===== config.mk =====
export PLATFORM = sky130hd
export DESIGN_NAME = sdes_block_cipher
export DESIGN_NICKNAME = d
export VERILOG_FILES = /design/src/rtl/core/sdes_pkg.sv /design/src/rtl/core/sdes_key_sched.sv /design/src/rtl/core/sdes_round.sv /design/src/rtl/core/sdes_block_cipher.sv
export SDC_FILE = /design/constraint.sdc
export NUM_CORES = 1
export LEC_CHECK = 0
export BUFFER_PORTS_ARGS = -buffer_cell sky130_fd_sc_hd__buf_2
export CAP_MARGIN = 25
export CELL_PAD_IN_SITES_DETAIL_PLACEMENT = 0
export CELL_PAD_IN_SITES_GLOBAL_PLACEMENT = 1
export CORE_UTILIZATION = 50
export CTS_BUF_LIST = sky130_fd_sc_hd__clkbuf_8
export DETAILED_ROUTE_END_ITERATION = 8
export PLACE_DENSITY = 0.81
export SLEW_MARGIN = 40
export SYNTH_ARGS = -nofsm -noshare
export SYNTH_HDL_FRONTEND = slang
export SYNTH_HIERARCHICAL = 1
export SYNTH_SLANG_ARGS = --single-unit

===== constraint.sdc =====
create_clock -name clk_i -period 6 [get_ports clk_i]
set_input_delay 0 -clock clk_i [delete_from_list [all_inputs] [get_ports clk_i]]
set_output_delay 0 -clock clk_i [all_outputs]
set_load 0.005 [all_outputs]

===== src/rtl/core/sdes_pkg.sv =====
// Package for the S-DES block cipher: pipeline types, S-box tables and
// the permutation and round functions. Depends on nothing.
`timescale 1ns / 1ps

package sdes_pkg;

  // Control bits that travel with each block down the pipeline.
  typedef struct packed {
    logic valid;
    logic decrypt;
  } stage_ctl_t;

  // The two 8-bit round subkeys.
  typedef struct packed {
    logic [7:0] k1;
    logic [7:0] k2;
  } subkeys_t;

  typedef logic [1:0] sbox_t [16];

  // S-boxes indexed by {row, column}; row is outer bits, column inner bits.
  localparam sbox_t SBOX0 = '{
    2'd1, 2'd0, 2'd3, 2'd2,
    2'd3, 2'd2, 2'd1, 2'd0,
    2'd0, 2'd2, 2'd1, 2'd3,
    2'd3, 2'd1, 2'd3, 2'd2
  };
  localparam sbox_t SBOX1 = '{
    2'd0, 2'd1, 2'd2, 2'd3,
    2'd2, 2'd0, 2'd1, 2'd3,
    2'd3, 2'd0, 2'd1, 2'd0,
    2'd2, 2'd1, 2'd0, 2'd3
  };

  // Initial permutation.
  function automatic logic [7:0] perm_ip(input logic [7:0] v);
    return {v[6], v[2], v[5], v[7], v[4], v[0], v[3], v[1]};
  endfunction

  // Inverse of the initial permutation.
  function automatic logic [7:0] perm_ip_inv(input logic [7:0] v);
    return {v[4], v[7], v[5], v[3], v[1], v[6], v[0], v[2]};
  endfunction

  // Expansion of the right half to eight bits.
  function automatic logic [7:0] perm_ep(input logic [3:0] r);
    return {r[0], r[3], r[2], r[1], r[2], r[1], r[0], r[3]};
  endfunction

  // Permutation of the S-box outputs.
  function automatic logic [3:0] perm_p4(input logic [3:0] s);
    return {s[2], s[0], s[1], s[3]};
  endfunction

  // Key permutation on the full 10-bit key.
  function automatic logic [9:0] perm_p10(input logic [9:0] k);
    return {k[7], k[5], k[8], k[3], k[6], k[0], k[9], k[1], k[2], k[4]};
  endfunction

  // Compression of the shifted key to a subkey.
  function automatic logic [7:0] perm_p8(input logic [9:0] v);
    return {v[4], v[7], v[3], v[6], v[2], v[5], v[0], v[1]};
  endfunction

  // One Feistel round: the left half absorbs the mixed right half.
  function automatic logic [7:0] round_fk(input logic [7:0] x, input logic [7:0] k);
    logic [7:0] e;
    logic [3:0] s;
    e = perm_ep(x[3:0]) ^ k;
    s = {SBOX0[{e[7], e[4], e[6:5]}], SBOX1[{e[3], e[0], e[2:1]}]};
    return {x[7:4] ^ perm_p4(s), x[3:0]};
  endfunction

endpackage


===== src/rtl/core/sdes_key_sched.sv =====
// Key register and subkey schedule for the S-DES cipher.
// Depends on sdes_pkg for the subkey type and the key permutations.
`timescale 1ns / 1ps

module sdes_key_sched (
  input  logic               clk_i,
  input  logic               rst_ni,
  input  logic               wr_en_i,
  input  logic [9:0]         key_i,
  output sdes_pkg::subkeys_t subkeys_o
);

  logic [9:0]         p10;
  logic [4:0]         lh1, rh1, lh3, rh3;
  sdes_pkg::subkeys_t subkeys_d, subkeys_q;

  // Subkeys derived from the key on its way in: rotate by one for K1,
  // by three in total for K2.
  always_comb begin
    p10          = sdes_pkg::perm_p10(key_i);
    lh1          = {p10[8:5], p10[9]};
    rh1          = {p10[3:0], p10[4]};
    lh3          = {p10[6:5], p10[9:7]};
    rh3          = {p10[1:0], p10[4:2]};
    subkeys_d.k1 = sdes_pkg::perm_p8({lh1, rh1});
    subkeys_d.k2 = sdes_pkg::perm_p8({lh3, rh3});
  end

  // A zero key gives zero subkeys, which is the reset state.
  always_ff @(posedge clk_i or negedge rst_ni) begin
    if (!rst_ni) begin
      subkeys_q <= '0;
    end else if (wr_en_i) begin
      subkeys_q <= subkeys_d;
    end
  end

  assign subkeys_o = subkeys_q;

endmodule


===== src/rtl/core/sdes_round.sv =====
// One registered Feistel round stage of the S-DES pipeline.
// Depends on sdes_pkg for the control type and the round function.
`timescale 1ns / 1ps

module sdes_round (
  input  logic                 clk_i,
  input  logic                 rst_ni,
  input  logic                 adv_i,
  input  sdes_pkg::stage_ctl_t ctl_i,
  input  logic [7:0]           blk_i,
  input  logic [7:0]           key_i,
  output sdes_pkg::stage_ctl_t ctl_o,
  output logic [7:0]           blk_o
);

  sdes_pkg::stage_ctl_t ctl_q;
  logic [7:0]           blk_d, blk_q;

  assign blk_d = sdes_pkg::round_fk(blk_i, key_i);

  // Control bits are reset; the block value only moves with them.
  always_ff @(posedge clk_i or negedge rst_ni) begin
    if (!rst_ni) begin
      ctl_q <= '0;
    end else if (adv_i) begin
      ctl_q <= ctl_i;
    end
  end

  always_ff @(posedge clk_i) begin
    if (adv_i) begin
      blk_q <= blk_d;
    end
  end

  assign ctl_o = ctl_q;
  assign blk_o = blk_q;

endmodule


===== src/rtl/core/sdes_block_cipher.sv =====
// S-DES block cipher, three register stages: initial permutation, round one, round two.
// Each accepted block passes the stage-zero register, then round one and round two.
// Throughput: one block per cycle; the whole pipeline holds while the output is stalled.
// Reset: all stage valid bits clear and the key returns to zero.
// Depends on sdes_pkg, sdes_key_sched and sdes_round.
`timescale 1ns / 1ps

module sdes_block_cipher (
  input  logic       clk_i,
  input  logic       rst_ni,
  // Configuration write channel.
  input  logic       cfg_valid_i,
  output logic       cfg_ready_o,
  input  logic [9:0] cfg_data_i,
  // Input stream.
  input  logic       s_axis_tvalid,
  output logic       s_axis_tready,
  input  logic [7:0] s_axis_tdata,   // [7:0] data_in
  input  logic       s_axis_tuser,   // [0] req_type
  // Output stream.
  output logic       m_axis_tvalid,
  input  logic       m_axis_tready,
  output logic [7:0] m_axis_tdata    // [7:0] data_out
);

  logic                 adv;
  sdes_pkg::subkeys_t   subkeys;
  sdes_pkg::stage_ctl_t s0_ctl_d, s0_ctl_q, r1_ctl, r2_ctl;
  logic [7:0]           s0_blk_d, s0_blk_q;
  logic [7:0]           r1_blk, r1_swap, r2_blk;
  logic [7:0]           r1_key, r2_key;

  // The pipeline moves whenever the output register is empty or drained.
  assign adv           = !m_axis_tvalid || m_axis_tready;
  assign s_axis_tready = adv;
  assign cfg_ready_o   = 1'b1;

  sdes_key_sched u_key_sched (
    .clk_i     (clk_i),
    .rst_ni    (rst_ni),
    .wr_en_i   (cfg_valid_i),
    .key_i     (cfg_data_i),
    .subkeys_o (subkeys)
  );

  // Stage zero: initial permutation of the incoming block.
  always_comb begin
    s0_ctl_d.valid   = s_axis_tvalid;
    s0_ctl_d.decrypt = s_axis_tuser;
    s0_blk_d         = sdes_pkg::perm_ip(s_axis_tdata);
  end

  always_ff @(posedge clk_i or negedge rst_ni) begin
    if (!rst_ni) begin
      s0_ctl_q <= '0;
    end else if (adv) begin
      s0_ctl_q <= s0_ctl_d;
    end
  end

  always_ff @(posedge clk_i) begin
    if (adv) begin
      s0_blk_q <= s0_blk_d;
    end
  end

  // Decryption runs the subkeys in reverse order.
  assign r1_key = s0_ctl_q.decrypt ? subkeys.k2 : subkeys.k1;
  assign r2_key = r1_ctl.decrypt   ? subkeys.k1 : subkeys.k2;

  sdes_round u_round1 (
    .clk_i  (clk_i),
    .rst_ni (rst_ni),
    .adv_i  (adv),
    .ctl_i  (s0_ctl_q),
    .blk_i  (s0_blk_q),
    .key_i  (r1_key),
    .ctl_o  (r1_ctl),
    .blk_o  (r1_blk)
  );

  // Halves swap between the two rounds.
  assign r1_swap = {r1_blk[3:0], r1_blk[7:4]};

  sdes_round u_round2 (
    .clk_i  (clk_i),
    .rst_ni (rst_ni),
    .adv_i  (adv),
    .ctl_i  (r1_ctl),
    .blk_i  (r1_swap),
    .key_i  (r2_key),
    .ctl_o  (r2_ctl),
    .blk_o  (r2_blk)
  );

  // The second round register is the output register.
  assign m_axis_tvalid = r2_ctl.valid;
  assign m_axis_tdata  = sdes_pkg::perm_ip_inv(r2_blk);

endmodule


==> results.json <==
{
  "worstMarginPinSlew_ns": 0.5034,
  "via_per_inst": 5.000,
  "globalplace.congestion": 0.7430,
  "insertion_delay_ns": 0.29,
  "rsz0062_at_grt": "no",
  "worst_slack_ns": 3.800,
  "post-route-cell-area_mm2": 0.002574,
  "grt_max_degree": 31,
  "worstPathRequired_ns": 6.04,
  "dpl_cell_area_mm2": 0.002272,
  "drv_cap": 0,
  "crit_buf_inv": 0,
  "worstPathCellList": "mux2_4 -> xnor2_1 -> ha_1 -> or2_2 -> a31oi_1 -> xnor2_1",
  "routedWlPerCell_um": 14.68,
  "num_rows": 23,
  "die_area_mm2": 0.004527,
  "status": "completed",
  "finalSetupViolations": 0,
  "grt_pass1_wl_um": 5699,
  "chipWidth_um": 67.28,
  "synth_area_mm2": 0.002131,
  "p_leak_nw": 1.110,
  "power_switching_mw": 0.3947,
  "grt_use_total": 0.1784,
  "slowest_stage": "dfrtp_1",
  "clockBufferDepth": 2,
  "cp_common_cell": "xnor2_1",
  "ant_nets": 0,
  "path_delay_family": "flip-flops",
  "relSlewSlack": 0.6644,
  "antenna_found_initial": 0,
  "syn_nets": 164,
  "worst-setup-path-type": "reg2reg",
  "dp_slack_ns": 3.833,
  "crit_fanout": 9,
  "cts_inserted_buffers": 5,
  "dpl.hpwl_um": 2386,
  "finalHoldWorstSlack_ns": 0.1526,
  "holdBufCountCts": 21,
  "cts_tree": "built",
  "dp.cells": 211,
  "clockPowerShare": 0.148,
  "finalMaxSlewViolations": 0,
  "synth.avg_cell_area_um2": 15.44,
  "critPathMaxStageDelay_ns": 0.64,
  "max_clock_freq_mhz": 454.6,
  "vias": 1200,
  "hp-class": "in2async",
  "finalNonFillerCells": 240,
  "final_hold_viol_count": 0,
  "cts_resized": 0,
  "dr.pass1.iters": 4,
  "cp_data_arrival_time_ns": 2.24,
  "p_seq_frac": 0.405,
  "powerDensity_mw_per_mm2": 462.1,
  "setup_tns_ns": 0,
  "p_int_mw": 0.7948,
  "antennaDiodeCount": 0,
  "grt_overflow": 0,
  "die_height_um": 67.28,
  "clk_pin_slew_ns": 0.07,
  "area.growth.synth_to_final_pct": 20.79,
  "vdd_drop_max_v": 0.0002289,
  "drt-total-wl_um": 3523,
  "min_period_ns": 2.200,
  "nNetsFinal": 215,
  "io_pins": 35,
  "drtIter0Drc": 51,
  "final_common_cell": "buf_2",
  "fillers": 302,
  "seq_area_mm2": 0.001096,
  "yosysWarnings": 6,
  "htree_levels": 2,
  "cts_setup_buffers": 0,
  "cts_root_buf": "clkbuf_8",
  "startpoint_type": "flop",
  "layout-drive-gt1-share": 0.4263,
  "netlist_instances": 138,
  "grt_pass1_vias": 1234,
  "drcViolationCount": 0,
  "io_buffers": 33,
  "p_sw_frac": 0.3318,
  "multiInputGateArea_um2": 944.7,
  "comb_power_share": 0.447,
  "skew_ns": 0.007647,
  "cts_sinks": 39,
  "fin_crit_sh": 0.3667,
  "start_util": 0.5251,
  "core_mm2": 0.004058,
  "layout_common_cells": "buf_2 (33), mux2_4 (28), edfxtp_1 (24)",
  "end_kind": "flop"
}
worst paths after layout:
check | slack (ns) | start | endpoint | cells past startpoint
hold reg to reg | 0.52 | u_round1/ctl_o[1] | u_round2/ctl_o[1] | 1
max in group asynchronous | 5.61 | rst_ni | u_round1/ctl_o[0] | 2
setup reg to reg | 3.80 | u_round1/ctl_o[0] | u_round2/blk_o[5] | 6
min in group clk_i | 0.17 | cfg_valid_i | u_key_sched/subkeys_o[5] | 2
hold / removal | 0.15 | rst_ni | s0_ctl_q[1] | 2
setup / recovery | 3.80 | u_round1/ctl_o[0] | u_round2/blk_o[5] | 6
area by class of cell:
type | instances | share of cell area
inverters | 1 | 0.001458
well taps | 50 | 0.02431
clock inverters | 2 | 0.003403
multi-input cells | 88 | 0.3670
flip-flops and latches | 39 | 0.4259
clock buffers | 6 | 0.03209
repair buffers | 54 | 0.1458
worst reg2reg max path: cells and delay by family, from the launching register on:
family	cells	cell delay, ns
fa+ha+maj	1	0.21
xor+xnor	2	0.24
mux	1	0.35
simple gates	1	0.29
compound gates	1	0.22
flops	1	0.64
per-layer routing:
| metal | up-vias | routed length (um) | track usage |
|---|---|---|---|
| li1 | 586 | - | - |
| met1 | 573 | 1454 | 0.2041 |
| met2 | 33 | 1843 | 0.3013 |
| met3 | 8 | 142 | 0.05574 |
| met4 | 0 | 82 | 0.08511 |
| met5 | - | 0 | 0 |
power groups by stage:
stage	registers, mW	clock network, mW	logic (mW)
detailed placement	0.488	0	0.515
global route	0.494	0.195	0.580
floorplan	0.461	0	0.443
global placement	0.483	0	0.494
CTS	0.483	0.181	0.528
finish	0.481	0.177	0.531
metrics by stage:
stage / power [mW] / util
4_1_cts: 1.191 / 0.6343
3_3_place_gp: 0.9772 / 0.5600
6_report: 1.189 / 0.6343
2_1_floorplan: 0.9039 / -
3_5_place_dp: 1.003 / 0.5600
5_1_grt: 1.269 / 0.6343
sequential cells by signal (all words and copies together) (netlist names):
name and count:
s0_ctl_q 2, u_round1/blk_o 8, s0_blk_q 8, u_round1/ctl_o 2, u_key_sched/subkeys_o 10, u_round2/blk_o 8
u_round2/ctl_o 1
(Power assumes the default switching activity.)
